<file path="src/rtl/lsps_pkg.sv">
// Shared types, constants and lookup functions for the line sensor PD steering block.
// Holds the microcode control word, the micro-op codes and the program ROM.
// No dependencies.
package lsps_pkg;

  localparam int SENSOR_COUNT = 8;
  localparam int IDX_W        = $clog2(SENSOR_COUNT);
  localparam int CNT_W        = $clog2(SENSOR_COUNT + 1);
  localparam int PADDR_W      = 3;
  localparam int PDATA_W      = 32;
  localparam int STEP_W       = 4;

  localparam logic REG_SPEED_LEVEL = 1'b0;

  localparam logic signed [15:0] Q8_LIMIT      = 16'sd17920;
  localparam logic signed [14:0] DIR_THRESHOLD = 15'sd768;
  localparam logic signed [16:0] KP_Q8         = 17'sd141;
  localparam logic signed [16:0] KD_Q8         = 17'sd77;
  localparam logic [7:0]         LOST_TURN_Q8  = 8'd243;
  localparam logic [7:0]         LOST_STR_Q8   = 8'd141;

  localparam logic [1:0] TURN_NONE  = 2'd0;
  localparam logic [1:0] TURN_RIGHT = 2'd1;
  localparam logic [1:0] TURN_LEFT  = 2'd2;

  // multiplier operand pairs
  localparam logic [2:0] MUL_NONE = 3'd0;
  localparam logic [2:0] MUL_DIV  = 3'd1;
  localparam logic [2:0] MUL_QCNT = 3'd2;
  localparam logic [2:0] MUL_KP   = 3'd3;
  localparam logic [2:0] MUL_KD   = 3'd4;
  localparam logic [2:0] MUL_LOST = 3'd5;

  // datapath register operations
  localparam logic [3:0] ALU_NOP   = 4'd0;
  localparam logic [3:0] ALU_INIT  = 4'd1;
  localparam logic [3:0] ALU_ACCUM = 4'd2;
  localparam logic [3:0] ALU_MAG   = 4'd3;
  localparam logic [3:0] ALU_QEST  = 4'd4;
  localparam logic [3:0] ALU_QFIX  = 4'd5;
  localparam logic [3:0] ALU_DERIV = 4'd6;
  localparam logic [3:0] ALU_PCORR = 4'd7;
  localparam logic [3:0] ALU_DCORR = 4'd8;
  localparam logic [3:0] ALU_STEER = 4'd9;
  localparam logic [3:0] ALU_LOST  = 4'd10;
  localparam logic [3:0] ALU_CLEAR = 4'd11;

  // jump conditions
  localparam logic [1:0] JMP_NEXT  = 2'd0;
  localparam logic [1:0] JMP_KIND  = 2'd1;
  localparam logic [1:0] JMP_LOOP  = 2'd2;
  localparam logic [1:0] JMP_NOHIT = 2'd3;

  // program step labels
  localparam logic [STEP_W-1:0] ST_START  = 4'd0;
  localparam logic [STEP_W-1:0] ST_ACC    = 4'd1;
  localparam logic [STEP_W-1:0] ST_MAG    = 4'd2;
  localparam logic [STEP_W-1:0] ST_DIV    = 4'd3;
  localparam logic [STEP_W-1:0] ST_QEST   = 4'd4;
  localparam logic [STEP_W-1:0] ST_QCNT   = 4'd5;
  localparam logic [STEP_W-1:0] ST_QFIX   = 4'd6;
  localparam logic [STEP_W-1:0] ST_KP     = 4'd7;
  localparam logic [STEP_W-1:0] ST_KD     = 4'd8;
  localparam logic [STEP_W-1:0] ST_DCORR  = 4'd9;
  localparam logic [STEP_W-1:0] ST_STEER  = 4'd10;
  localparam logic [STEP_W-1:0] ST_LOST   = 4'd11;
  localparam logic [STEP_W-1:0] ST_LOSTO  = 4'd12;
  localparam logic [STEP_W-1:0] ST_CLEAR  = 4'd13;

  typedef struct packed {
    logic [2:0]        mul_sel;
    logic [3:0]        alu_op;
    logic [1:0]        jmp_cond;
    logic [STEP_W-1:0] jmp_to;
    logic              last;
  } ucode_t;

  typedef struct packed {
    logic kind;
    logic loop_more;
    logic no_hit;
  } dp_status_t;

  function automatic ucode_t ucode_rom(input logic [STEP_W-1:0] step);
    ucode_t uw;
    unique case (step)
      ST_START: uw = '{MUL_NONE, ALU_INIT,  JMP_KIND,  ST_CLEAR, 1'b0};
      ST_ACC:   uw = '{MUL_NONE, ALU_ACCUM, JMP_LOOP,  ST_ACC,   1'b0};
      ST_MAG:   uw = '{MUL_NONE, ALU_MAG,   JMP_NOHIT, ST_LOST,  1'b0};
      ST_DIV:   uw = '{MUL_DIV,  ALU_NOP,   JMP_NEXT,  ST_START, 1'b0};
      ST_QEST:  uw = '{MUL_NONE, ALU_QEST,  JMP_NEXT,  ST_START, 1'b0};
      ST_QCNT:  uw = '{MUL_QCNT, ALU_NOP,   JMP_NEXT,  ST_START, 1'b0};
      ST_QFIX:  uw = '{MUL_NONE, ALU_QFIX,  JMP_NEXT,  ST_START, 1'b0};
      ST_KP:    uw = '{MUL_KP,   ALU_DERIV, JMP_NEXT,  ST_START, 1'b0};
      ST_KD:    uw = '{MUL_KD,   ALU_PCORR, JMP_NEXT,  ST_START, 1'b0};
      ST_DCORR: uw = '{MUL_NONE, ALU_DCORR, JMP_NEXT,  ST_START, 1'b0};
      ST_STEER: uw = '{MUL_NONE, ALU_STEER, JMP_NEXT,  ST_START, 1'b1};
      ST_LOST:  uw = '{MUL_LOST, ALU_NOP,   JMP_NEXT,  ST_START, 1'b0};
      ST_LOSTO: uw = '{MUL_NONE, ALU_LOST,  JMP_NEXT,  ST_START, 1'b1};
      ST_CLEAR: uw = '{MUL_NONE, ALU_CLEAR, JMP_NEXT,  ST_START, 1'b1};
      default:  uw = '{MUL_NONE, ALU_NOP,   JMP_NEXT,  ST_START, 1'b1};
    endcase
    return uw;
  endfunction

  function automatic logic signed [14:0] sensor_weight(input logic [IDX_W-1:0] idx);
    logic signed [14:0] w;
    unique case (idx)
      3'd0: w = -15'sd8960;
      3'd1: w = -15'sd6400;
      3'd2: w = -15'sd3840;
      3'd3: w = -15'sd1280;
      3'd4: w = 15'sd1280;
      3'd5: w = 15'sd3840;
      3'd6: w = 15'sd6400;
      3'd7: w = 15'sd8960;
      default: w = 15'sd0;
    endcase
    return w;
  endfunction

  // floor(65536 / count), with 65535 for a count of one (corrected afterward)
  function automatic logic [15:0] count_recip(input logic [CNT_W-1:0] cnt);
    logic [15:0] r;
    unique case (cnt)
      4'd1: r = 16'd65535;
      4'd2: r = 16'd32768;
      4'd3: r = 16'd21845;
      4'd4: r = 16'd16384;
      4'd5: r = 16'd13107;
      4'd6: r = 16'd10922;
      4'd7: r = 16'd9362;
      4'd8: r = 16'd8192;
      default: r = 16'd0;
    endcase
    return r;
  endfunction

  function automatic logic [13:0] cruise_speed(input logic [1:0] level);
    logic [13:0] b;
    unique case (level)
      2'd0: b = 14'd8704;
      2'd1: b = 14'd10752;
      default: b = 14'd12800;
    endcase
    return b;
  endfunction

  function automatic logic signed [15:0] sat_target(input logic signed [16:0] v);
    logic signed [15:0] s;
    if (v > 17'(Q8_LIMIT)) begin
      s = Q8_LIMIT;
    end else if (v < -17'(Q8_LIMIT)) begin
      s = -Q8_LIMIT;
    end else begin
      s = v[15:0];
    end
    return s;
  endfunction

endpackage

</file>
<file path="src/rtl/lsps_datapath.sv">
// Datapath of the steering block: accumulator, shared multiplier, loop state, result registers.
// One control word per cycle while en is high, from the top-level sequencer; uses lsps_pkg.
module lsps_datapath (
  input  logic                      clk,
  input  logic                      rst,
  input  logic                      load,
  input  logic                      kind_in,
  input  logic [7:0]                bits_in,
  input  logic                      en,
  input  lsps_pkg::ucode_t          uw,
  input  logic [1:0]                speed_level,
  output lsps_pkg::dp_status_t      status,
  output logic signed [15:0]        res_left,
  output logic signed [15:0]        res_right,
  output logic signed [14:0]        res_error,
  output logic                      res_found
);

  logic                              kind_r;
  logic [7:0]                        bits_r;
  logic signed [15:0]                acc;
  logic [lsps_pkg::CNT_W-1:0]        cnt;
  logic [lsps_pkg::IDX_W-1:0]        idx;
  logic [14:0]                       mag;
  logic                              neg;
  logic [14:0]                       quot;
  logic signed [14:0]                err;
  logic signed [14:0]                prev_err;
  logic [1:0]                        turn;
  logic signed [15:0]                deriv;
  logic signed [23:0]                pacc;
  logic signed [15:0]                corr;
  logic signed [33:0]                prod;

  logic signed [16:0]                mul_a;
  logic signed [16:0]                mul_b;
  logic [13:0]                       base;
  logic [15:0]                       rem;
  logic [14:0]                       quot_fix;
  logic signed [23:0]                corr_sum;
  logic signed [15:0]                lost_val;

  assign base = lsps_pkg::cruise_speed(speed_level);

  assign status.kind      = kind_r;
  assign status.loop_more = (idx != lsps_pkg::IDX_W'(lsps_pkg::SENSOR_COUNT - 1));
  assign status.no_hit    = (cnt == '0);

  always_comb begin
    unique case (uw.mul_sel)
      lsps_pkg::MUL_DIV: begin
        mul_a = {2'b00, mag};
        mul_b = {1'b0, lsps_pkg::count_recip(cnt)};
      end
      lsps_pkg::MUL_QCNT: begin
        mul_a = {2'b00, quot};
        mul_b = {13'd0, cnt};
      end
      lsps_pkg::MUL_KP: begin
        mul_a = 17'(err);
        mul_b = lsps_pkg::KP_Q8;
      end
      lsps_pkg::MUL_KD: begin
        mul_a = 17'(deriv);
        mul_b = lsps_pkg::KD_Q8;
      end
      lsps_pkg::MUL_LOST: begin
        mul_a = {3'b000, base};
        mul_b = (turn == lsps_pkg::TURN_LEFT || turn == lsps_pkg::TURN_RIGHT) ?
                {9'd0, lsps_pkg::LOST_TURN_Q8} : {9'd0, lsps_pkg::LOST_STR_Q8};
      end
      default: begin
        mul_a = '0;
        mul_b = '0;
      end
    endcase
  end

  // quotient estimate is low by at most one; fix it from the remainder
  assign rem      = {1'b0, mag} - prod[15:0];
  assign quot_fix = quot + 15'((rem >= {12'd0, cnt}) ? 1 : 0);
  assign corr_sum = pacc + prod[23:0];
  assign lost_val = lsps_pkg::sat_target(prod[24:8]);

  always_ff @(posedge clk) begin
    if (load) begin
      kind_r <= kind_in;
      bits_r <= bits_in;
    end
    if (en && uw.mul_sel != lsps_pkg::MUL_NONE) begin
      prod <= mul_a * mul_b;
    end
    if (rst) begin
      prev_err <= '0;
      turn     <= lsps_pkg::TURN_NONE;
    end else if (en) begin
      unique case (uw.alu_op)
        lsps_pkg::ALU_INIT: begin
          acc <= '0;
          cnt <= '0;
          idx <= '0;
        end
        lsps_pkg::ALU_ACCUM: begin
          if (bits_r[idx]) begin
            acc <= acc + 16'(lsps_pkg::sensor_weight(idx));
            cnt <= cnt + 1'b1;
          end
          idx <= idx + 1'b1;
        end
        lsps_pkg::ALU_MAG: begin
          neg <= acc[15];
          mag <= acc[15] ? 15'(-acc) : acc[14:0];
        end
        lsps_pkg::ALU_QEST: begin
          quot <= prod[30:16];
        end
        lsps_pkg::ALU_QFIX: begin
          err <= neg ? -$signed(quot_fix) : $signed(quot_fix);
        end
        lsps_pkg::ALU_DERIV: begin
          deriv <= 16'(err) - 16'(prev_err);
        end
        lsps_pkg::ALU_PCORR: begin
          pacc <= prod[23:0];
        end
        lsps_pkg::ALU_DCORR: begin
          corr <= corr_sum[23:8];
        end
        lsps_pkg::ALU_STEER: begin
          res_left  <= lsps_pkg::sat_target(17'(base) + 17'(corr));
          res_right <= lsps_pkg::sat_target(17'(base) - 17'(corr));
          res_error <= err;
          res_found <= 1'b1;
          prev_err  <= err;
          if (err > lsps_pkg::DIR_THRESHOLD) begin
            turn <= lsps_pkg::TURN_RIGHT;
          end else if (err < -lsps_pkg::DIR_THRESHOLD) begin
            turn <= lsps_pkg::TURN_LEFT;
          end
        end
        lsps_pkg::ALU_LOST: begin
          res_error <= prev_err;
          res_found <= 1'b0;
          if (turn == lsps_pkg::TURN_LEFT) begin
            res_left  <= '0;
            res_right <= lost_val;
          end else if (turn == lsps_pkg::TURN_RIGHT) begin
            res_left  <= lost_val;
            res_right <= '0;
          end else begin
            res_left  <= lost_val;
            res_right <= lost_val;
          end
        end
        lsps_pkg::ALU_CLEAR: begin
          prev_err  <= '0;
          turn      <= lsps_pkg::TURN_NONE;
          res_left  <= '0;
          res_right <= '0;
          res_error <= '0;
          res_found <= 1'b0;
        end
        default: begin
        end
      endcase
    end
  end

endmodule

</file>
<file path="src/rtl/line_sensor_pd_steering.sv">
// Top level of the line sensor PD steering block: request channels, APB register, sequencer.
// Depends on lsps_pkg and lsps_datapath.
//
// Usage: each input request carries kind and sensor_bits on in_valid; the block raises
// in_stall while it works on a request and takes no other. kind 0 is a sensor sample,
// kind 1 clears the loop state. Each request gives one result request on out_valid with
// wheel_left, wheel_right, line_error and line_found, held in an output register.
// A sample that sees the line runs the longest program path, a sample with no sensor
// set a shorter one and a clear the shortest. The eight-step accumulate loop over the
// sensors and the one shared multiplier (divide by reciprocal, then Kp and Kd terms)
// set these lengths; a new request is taken the cycle after the result is loaded.
// While out_stall is high the result holds; the block keeps working on the next
// request and waits at its final step until the output register is free.
// Reset (rst, synchronous) clears the previous error and turn memory, empties the
// output register and returns speed_level to 1. speed_level sits at APB byte address 0
// and the user writes it only while the block is idle; the block does not enforce this.
module line_sensor_pd_steering (
  input  logic                          clk,
  input  logic                          rst,
  input  logic                          in_valid,
  output logic                          in_stall,
  input  logic                          kind,
  input  logic [7:0]                    sensor_bits,
  output logic                          out_valid,
  input  logic                          out_stall,
  output logic signed [15:0]            wheel_left,
  output logic signed [15:0]            wheel_right,
  output logic signed [14:0]            line_error,
  output logic                          line_found,
  input  logic                          psel,
  input  logic                          penable,
  input  logic                          pwrite,
  input  logic [lsps_pkg::PADDR_W-1:0]  paddr,
  input  logic [lsps_pkg::PDATA_W-1:0]  pwdata,
  output logic [lsps_pkg::PDATA_W-1:0]  prdata,
  output logic                          pready
);

  logic                            busy;
  logic [lsps_pkg::STEP_W-1:0]     step;
  logic [1:0]                      speed_level;
  lsps_pkg::ucode_t                uw;
  lsps_pkg::dp_status_t            status;
  logic                            in_take;
  logic                            hold;
  logic                            en;
  logic                            taken;

  // APB register: one control word, always ready
  assign pready = 1'b1;
  assign prdata = (paddr[2] == lsps_pkg::REG_SPEED_LEVEL) ?
                  {{(lsps_pkg::PDATA_W-2){1'b0}}, speed_level} : '0;

  always_ff @(posedge clk) begin
    if (rst) begin
      speed_level <= 2'd1;
    end else if (psel && penable && pwrite && pready &&
                 paddr[2] == lsps_pkg::REG_SPEED_LEVEL) begin
      speed_level <= pwdata[1:0];
    end
  end

  // Sequencer: fetch the control word for this step, advance or jump
  assign in_stall = busy;
  assign in_take  = in_valid && !busy;
  assign uw       = lsps_pkg::ucode_rom(step);
  // hold the final step while the previous result still waits downstream
  assign hold     = uw.last && out_valid && out_stall;
  assign en       = busy && !hold;

  always_comb begin
    unique case (uw.jmp_cond)
      lsps_pkg::JMP_NEXT:  taken = 1'b0;
      lsps_pkg::JMP_KIND:  taken = status.kind;
      lsps_pkg::JMP_LOOP:  taken = status.loop_more;
      lsps_pkg::JMP_NOHIT: taken = status.no_hit;
      default:             taken = 1'b0;
    endcase
  end

  always_ff @(posedge clk) begin
    if (rst) begin
      busy      <= 1'b0;
      step      <= lsps_pkg::ST_START;
      out_valid <= 1'b0;
    end else begin
      if (en && uw.last) begin
        // result lands in the output register this edge
        out_valid <= 1'b1;
      end else if (out_valid && !out_stall) begin
        out_valid <= 1'b0;
      end
      if (in_take) begin
        busy <= 1'b1;
        step <= lsps_pkg::ST_START;
      end else if (en) begin
        if (uw.last) begin
          busy <= 1'b0;
        end else if (taken) begin
          step <= uw.jmp_to;
        end else begin
          step <= step + 1'b1;
        end
      end
    end
  end

  lsps_datapath u_datapath (
    .clk         (clk),
    .rst         (rst),
    .load        (in_take),
    .kind_in     (kind),
    .bits_in     (sensor_bits),
    .en          (en),
    .uw          (uw),
    .speed_level (speed_level),
    .status      (status),
    .res_left    (wheel_left),
    .res_right   (wheel_right),
    .res_error   (line_error),
    .res_found   (line_found)
  );

endmodule

</file>
<file path="config.mk">
export PLATFORM = sky130hd
export DESIGN_NAME = line_sensor_pd_steering
export DESIGN_NICKNAME = d
export VERILOG_FILES = /design/src/rtl/lsps_pkg.sv /design/src/rtl/lsps_datapath.sv /design/src/rtl/line_sensor_pd_steering.sv
export SDC_FILE = /design/constraint.sdc
export NUM_CORES = 1
export LEC_CHECK = 0
export BUFFER_PORTS_ARGS = -buffer_cell sky130_fd_sc_hd__buf_4
export CELL_PAD_IN_SITES_DETAIL_PLACEMENT = 0
export CELL_PAD_IN_SITES_GLOBAL_PLACEMENT = 1
export CORE_AREA = 2 2 215 217
export CTS_BUF_LIST = sky130_fd_sc_hd__clkbuf_2
export CTS_CLUSTER_SIZE = 40
export DETAILED_ROUTE_END_ITERATION = 12
export DIE_AREA = 0 0 217 219
export PLACE_DENSITY_LB_ADDON = 0.1
export RECOVER_POWER = 50
export SLEW_MARGIN = 20
export SYNTH_ARGS = -nofsm -noshare
export SYNTH_HDL_FRONTEND = slang
export SYNTH_SLANG_ARGS = --single-unit
</file>
<file path="constraint.sdc">
create_clock -name clk -period 9.4 [get_ports clk]
set_clock_uncertainty 0.1 [all_clocks]
set_input_delay 1.88 -clock clk [delete_from_list [all_inputs] [get_ports clk]]
set_output_delay 1.88 -clock clk [all_outputs]
set_load 0.01 [all_outputs]
</file>
== After elaboration in Yosys (flattened, before gate mapping) ==
Memories as Yosys holds them, arrays and structs flattened. A register that Yosys moved wholly into a read port is not among the register bits.
Cells that the tools add are included.
Storage, ports and cells
  memories: 3
  register bits: 238
  bits in writable memories: 0
  bits in latches: 0
  output and inout port bits: 83
  ROM bits: 528
  bits of input ports: 51
Operators by class
  eq/ne operators: 25
  $mul: 1
  multiplexer cells: 47
  reduce and logical (&&, ||, !) cells: 41
  $add $sub $neg: 12
  magnitude comparators: 10
  bitwise operators: 3
  divide/modulo/power cells: 0
  shifts and indexed selects: 0
Memories
  (no name shown): depth 16, width 16, read ports 1, clocked after memory_dff 1, wr ports 0, RTL line lsps_pkg.sv:125  | unique case (cnt)
  (no name shown): depth 16, width 14, read ports 1, clocked after memory_dff 1, wr ports 0, RTL line lsps_pkg.sv:86  | unique case (step)
  (no name shown): depth 8, width 6, read ports 1, clocked after memory_dff 1, wr ports 0, RTL line lsps_pkg.sv:108  | unique case (idx)
Operator list (count)
  16-bit two-way mux: 10
  16-bit one-hot mux with 3 select lines: 2
  15-bit two-way mux: 6
  17-bit one-hot mux with 5 select lines: 1
  16-bit one-hot mux with 5 select lines: 1
  17-bit by 16-bit greater-than comparator with 1-bit output, second input constant: 3
  17-bit by 16-bit less-than comparator with 1-bit output, second input constant: 3
  15-bit one-hot mux with 3 select lines: 1
  16-bit one-hot mux with 2 select lines: 1
  17-bit by 17-bit multiplier with 31-bit output: 1
  15-bit negator: 2
  15-bit one-hot mux with 2 select lines: 1
  3-bit AND reduction: 10
  13-bit one-hot mux with 2 select lines: 1
  24-bit adder: 1
  4-bit two-way mux: 5
  15-bit by 16-bit adder with 17-bit output: 1
  15-bit by 16-bit subtractor with 17-bit output: 1
  16-bit by 15-bit adder with 16-bit output: 1
  4-bit by 3-bit equality test with 1-bit output, second input constant: 4
  4-bit equality test, second input constant: 4
  16-bit by 4-bit greater-or-equal comparator with 1-bit output: 1
  15-bit by 15-bit subtractor with 16-bit output: 1
  15-bit by 16-bit subtractor with 16-bit output: 1
  37 further kinds: 76

== Depth between registers and ports, before layout ==
  depth after elaboration: 9
  gate-level depth with buffers: 27
  depth with buffers taken out: 26

== Cells and area by module ==
From an unflattened synthesis, not the netlist that was laid out.
Unflattened totals
  cells, all modules: 2336
  area total of the unflattened synthesis: 23238.5 µm²
By module, submodules not included
  lsps_datapath: area each 21937.3 µm², cells an instance 2195, instances 1
  line_sensor_pd_steering: area each 1301.2 µm², cells an instance 141, instances 1

== Worst setup path before layout ==
No wires, ideal clock.
  kind: register to register
  start point: reg uw[12] (netlist name)
  end point: reg u_datapath.prod[29], data pin
  period minus slack after synthesis: 7116 ps
  stages on the path, launching flop included: 27
  data arrival time: 6754 ps
  setup slack: 2284 ps
  path buffers: 3
  cells stage by stage: dfxtp_1 -> clkbuf_1 -> clkbuf_1 -> mux2_2 -> a22oi_1 -> o22a_1 -> clkbuf_1 -> nor2_1 -> fa_1 -> inv_1 -> fa_1 -> fa_1 -> inv_1 -> fa_1 -> fa_1 -> inv_1 -> fa_1 -> inv_1 -> ha_1 -> a21o_1 -> a21o_1 -> a21o_1 -> nor3_1 -> a21oi_1 -> a221oi_1 -> a21oi_1 -> xor2_1
On the way
  longest elaborated chain between the ends: 3
  elaborated cells between the ends (all ways): 8
RTL lines
  3-bit equality test, or another cell as far along: RTL line lsps_datapath.sv:50  | unique case (uw.mul_sel)
  17-bit one-hot mux with 5 select lines / 16-bit one-hot mux with 5 select lines (equally long branches): RTL line lsps_datapath.sv:50
  17-bit by 17-bit multiplier with 31-bit output (*): RTL line lsps_datapath.sv:91  | prod <= mul_a * mul_b;
  end signal: assignment: RTL line lsps_datapath.sv:91
  end: declaration: RTL line lsps_datapath.sv:33  | logic signed [33:0] prod;
Mark *: on every way between the ends. The rest lies on a longest branch, timed or not.
A chain may end at the register's enable or synchronous reset.

== Worst setup path in the final report ==
  start point: reg uw[12] (netlist name)
  end point: reg u_datapath.prod[29], data pin
On the way
  longest elaborated chain between the ends: 3
  elaborated cells between the ends (all ways): 8
RTL lines (RTL line)
  3-bit equality test, or another cell as far along: lsps_datapath.sv:50
  17-bit one-hot mux with 5 select lines / 16-bit one-hot mux with 5 select lines (equally long branches): lsps_datapath.sv:50
  17-bit by 17-bit multiplier with 31-bit output (*): lsps_datapath.sv:91
Marked as above.

==> metrics.md <==
| Metric | Value |
|---|---|
| Hold Path End | `u_datapath.quot[12]` |
| Post-synth EDFFs | `197` |
| Max-Cap Viols | `1` |
| Worst Path Buf+Inv | `4` |
| Failing checks | `capacitance limit, slew limit` |
| Routed length per instance | `between 15 and 20 microns` |
| Root Buffer | `clkbuf_2` |
| Max Fclk | `roughly 120 MHz` |
| R2r endpoint | `u_datapath.prod[29]` |
| HP Class | `register to register` |
| Status | `finished, violations left` |
| Clock Power Share | `roughly 18%` |
| Placed cells | `slightly above 3k` |
| Filler cells | `approximately 4.2k` |
| Crit path kind | `register to register` |
| Sw Ratio | `41.8%` |
| CP cell instances | `clkbuf_1, mux2_2, a22oi_1, o22ai_1, nand2_1, fa_1, inv_1, fa_1, fa_1, fa_1, fa_1, inv_1, fa_1, inv_1, ha_1, and4_1, and3_1, a31oi_1, a21oi_1, a221oi_1, a21oi_1, xor2_1` |
| Lkg Pwr | `roughly 11 nW` |
| Layout cells sized above 1 | `roughly 9.1%` |
| Share of power burned in registers | `28.8%` |
| CTS Buf Count | `67` |
| Post-CTS resize count | `0` |
| HPWL Detailed | `approximately 44000 microns` |
| Source of the worst register-to-register timing path | `uw[12]` |
| Setup TNS | `0 ns` |
| Hold Buf Count CTS | `0` |
| Final min period | `~8.5 ns` |
| # nets final | `around 3.0k` |
| Post-Syn Area | `0.0229 sq mm` |
| Final ANT Viol Nets | `0` |
| Synth top area share | `between 20% and 30%` |
| Gr usage total | `about a quarter` |
| DRC viols | `0` |
| Clock slew at reported path FFs | `0.11 ns` |
| Post-synthesis sequential area ratio | `between 30% and 40%` |
| Core Box Area | `0.0451 sq mm` |
| Avg Inst Size Synth | `between 10 and 15 sq um` |
| Hold path depth | `0` |
| Critical Path AT | `between 9 and 10 ns` |
| CP max stage delay | `about 0.7 ns` |
| Biggest area consumer among synthesized cells | `edfxtp_1` |
| GRT overflow | `0` |
| RD Place Congestion | `slightly below 0.9` |
| Startpoint Class | `register` |
| Synth warn | `0` |
| Max_slew headroom | `-33.1%` |
| Detailed Route WL | `around 54000 microns` |
| Top Ports | `roughly 130` |
| CP max stage cell | `o22ai_1` |
| Final hold violation count | `0` |
| Worst Setup End Kind | `register` |
| Initial Utilization | `50.8%` |
| Max rail drop VDD | `0.283 mV` |
| Worst skew pair latency | `around 0.94 ns` |
| Vias in the first global route | `between 15k and 20k` |
| Multi-input gate area | `around 0.014 sq mm` |
| Wire length of the first global-routing pass | `just under 90000 microns` |
| Unrepaired setup endpoints after global routing | `no` |
| Synth cell types | `90` |
| Via density | `between 5 and 6` |
| Yosys reg bits | `252` |
| Slack of the worst reg-to-reg path | `slightly below 0.9 ns` |
| Area occupied by registers | `around 0.007 sq mm` |
| Non-Filler Instances | `3134` |
| WHS | `between 0.3 and 0.4 ns` |
| Largest fanout on the critical path | `15` |
| Antenna violations before repair | `1` |
| Tcrit/Tclk final | `90.8%` |
| Top Family by Delay on Critical Path | `adder cells` |
| CP most frequent cell | `fa_1` |
| Utilization after layout | `55.5%` |
| Total setup buffers inserted after CTS | `0` |
| P&R area growth vs syn | `9.29%` |
| Hold path start | `u_datapath.prod[28]` |
| Pre-Repair DR Iteration Count | `5` |
| Max-slew violation count | `32` |
| Synth area leaders | `edfxtp_1 (26%), fa_1 (22%), ha_1 (9.2%)` |
| # setup viols final | `0` |
| Buffer depth of the longest clock path | `3` |
| Post-synthesis cell count | `~2.3k` |
| Worst Tran Pin Value | `~2.0 ns` |
| WP data required | `roughly 10 ns` |
| P_sw | `between 2 and 2.5 mW` |
| Die Footprint | `approximately 0.048 sq mm` |
| CTS tree | `yes` |
| Clock tree sinks | `about 250` |
| Internal power | `2.82 mW` |
| Initial DRC count | `slightly above 900` |
| Die H | `between 200 and 250 microns` |
| R2R cell count | `22` |
| Comb power frac | `~53%` |
| Rows | `78` |
| H-tree lvl count | `3` |
| Buffers added on ports | `70` |
| Ys flop type | `edfxtp_1` |
| Power Density | `193 mW/mm^2` |
| Largest net degree at the start of global routing | `48` |
| Die Wd | `217 microns` |
| Vias | `roughly 16k` |
| Async S/R FF share, synth | `0%` |
==> cell usage after synthesis, drive strengths merged (9+ instances only) <==
master and number:
nor2 205, fa 255, and3 15, a21oi 84
ha 169, xor2 35, nand2 142, o22ai 11
o21ai 71, xnor2 76, nor4 11, a22oi 12
o21bai 13, a21o 20, clkbuf 45, a31oi 9
a211oi 12, buf 40, a22o 31, o31ai 9
inv 405, nand2b 32, dfxtp 55, nand4 10
mux2i 20, edfxtp 197, or3 14, nor3 32
or2 15, and2 38, nand3 51, nor2b 34
o21a 12
==> cells by family (layout without fill, tap and decap cells) <==
kind of cell,Yosys count,after routing,synth area share (%)
adder cells (fa/ha/maj),424,424,31.5
AO/OA/AOI/OAI,351,351,10.4
buffers and inverters,491,614,8.60
other,2,134,0.0328
multiplexers,30,30,1.46
AND/OR/NAND/NOR,618,618,13.1
XOR/XNOR,111,111,4.24
flip-flops,252,252,30.6
==> state kept, by name, indices dropped and copies added (netlist names), 13 cells and up, named ones only <==
register	count
u_datapath.deriv	16
u_datapath.res_right	16
u_datapath.err	15
u_datapath.prev_err	15
u_datapath.quot	15
u_datapath.prod	31
u_datapath.pacc	24
u_datapath.res_error	15
u_datapath.corr	16
u_datapath.res_left	16
uw	13
==> layout make-up <==
cell class              count  area share, %
diodes                      1        0.00999
clock buffers              96           1.92
clock inverters            21          0.750
inverters                 406           6.09
multi-input cells        1667           57.6
flip-flops and latches    252           28.0
well taps                 600           3.00
repair buffers             91           2.59
==> worst register-to-register path: stages (launching register included) <==
cell and delay, ns:
dfxtp_1 0.58, clkbuf_1 0.56, mux2_2 0.31, a22oi_1 0.09, o22ai_1 0.68, nand2_1 0.28
fa_1 0.59, inv_1 0.05, fa_1 0.43, fa_1 0.57, fa_1 0.45, fa_1 0.55
inv_1 0.05, fa_1 0.52, inv_1 0.05, ha_1 0.36, and4_1 0.32, and3_1 0.21
a31oi_1 0.47, a21oi_1 0.27, a221oi_1 0.49, a21oi_1 0.14, xor2_1 0.16
==> placed cells by master, fill, tap and decap left out, types with 10 or more instances in the layout <==
master and instances:
nand3_1 51, clkbuf_2 96, conb_1 133, o22ai_1 11
nor2b_1 34, a21o_1 20, nand2b_1 32, a22oi_1 12
dfxtp_1 55, ha_1 169, nor2_1 201, mux2i_1 20
inv_1 404, and3_1 15, nand2_1 142, or3_1 12
o21a_1 12, a211oi_1 12, and2_1 35, a21oi_1 84
edfxtp_1 197, o21ai_0 65, buf_4 72, nor3_1 30
fa_1 255, xor2_1 35, a22o_1 31, clkbuf_4 10
clkinv_1 13, xnor2_1 76, or2_2 14, o21bai_1 13
nand4_1 10
==> power by group through the flow <==
stage / sequential, mW / clock [mW] / combinational, mW
floorplan: 1.40 / 0 / 1.99
global placement: 1.42 / 0 / 2.54
detailed placement: 1.42 / 0 / 2.57
CTS: 1.40 / 0.888 / 2.59
global route: 1.40 / 0.936 / 2.94
finish: 1.40 / 0.861 / 2.59
==> how the worst max path moves through the flow <==
| stage | from | end | slack [ns] | cells past startpoint |
|---|---|---|---|---|
| 4_1_cts | uw[11] | u_datapath.prod[29] | 1.01 | 24 |
| 2_1_floorplan | uw[12] | u_datapath.prod[29] | 2.28 | 26 |
| 3_3_place_gp | uw[11] | u_datapath.prod[29] | 1.03 | 24 |
| 6_report | uw[12] | u_datapath.prod[29] | 0.87 | 22 |
| 3_5_place_dp | uw[11] | u_datapath.prod[29] | 1.02 | 24 |
| 5_1_grt | uw[11] | u_datapath.prod[29] | 0.50 | 24 |
==> per-stage QoR <==
step	power, mW	worst slack (ns)	area (sq um)
global route	5.28	0.496	25000
floorplan	3.39	2.28	23400
detailed placement	3.99	1.02	24400
finish	4.84	0.867	25000
global placement	3.96	1.03	24400
CTS	4.88	1.01	25100
==> metal layers <==
layer  vias to the layer above  part of all wire [%]  global-route usage, %
met5                         -                     0                      0
met2                       331                    49                   40.3
met1                      8115                    45                   32.2
li1                       7839                     -                      -
met4                         0                   2.1                   6.16
met3                        87                   4.2                   3.49
Power figures use the tool's default switching activity.
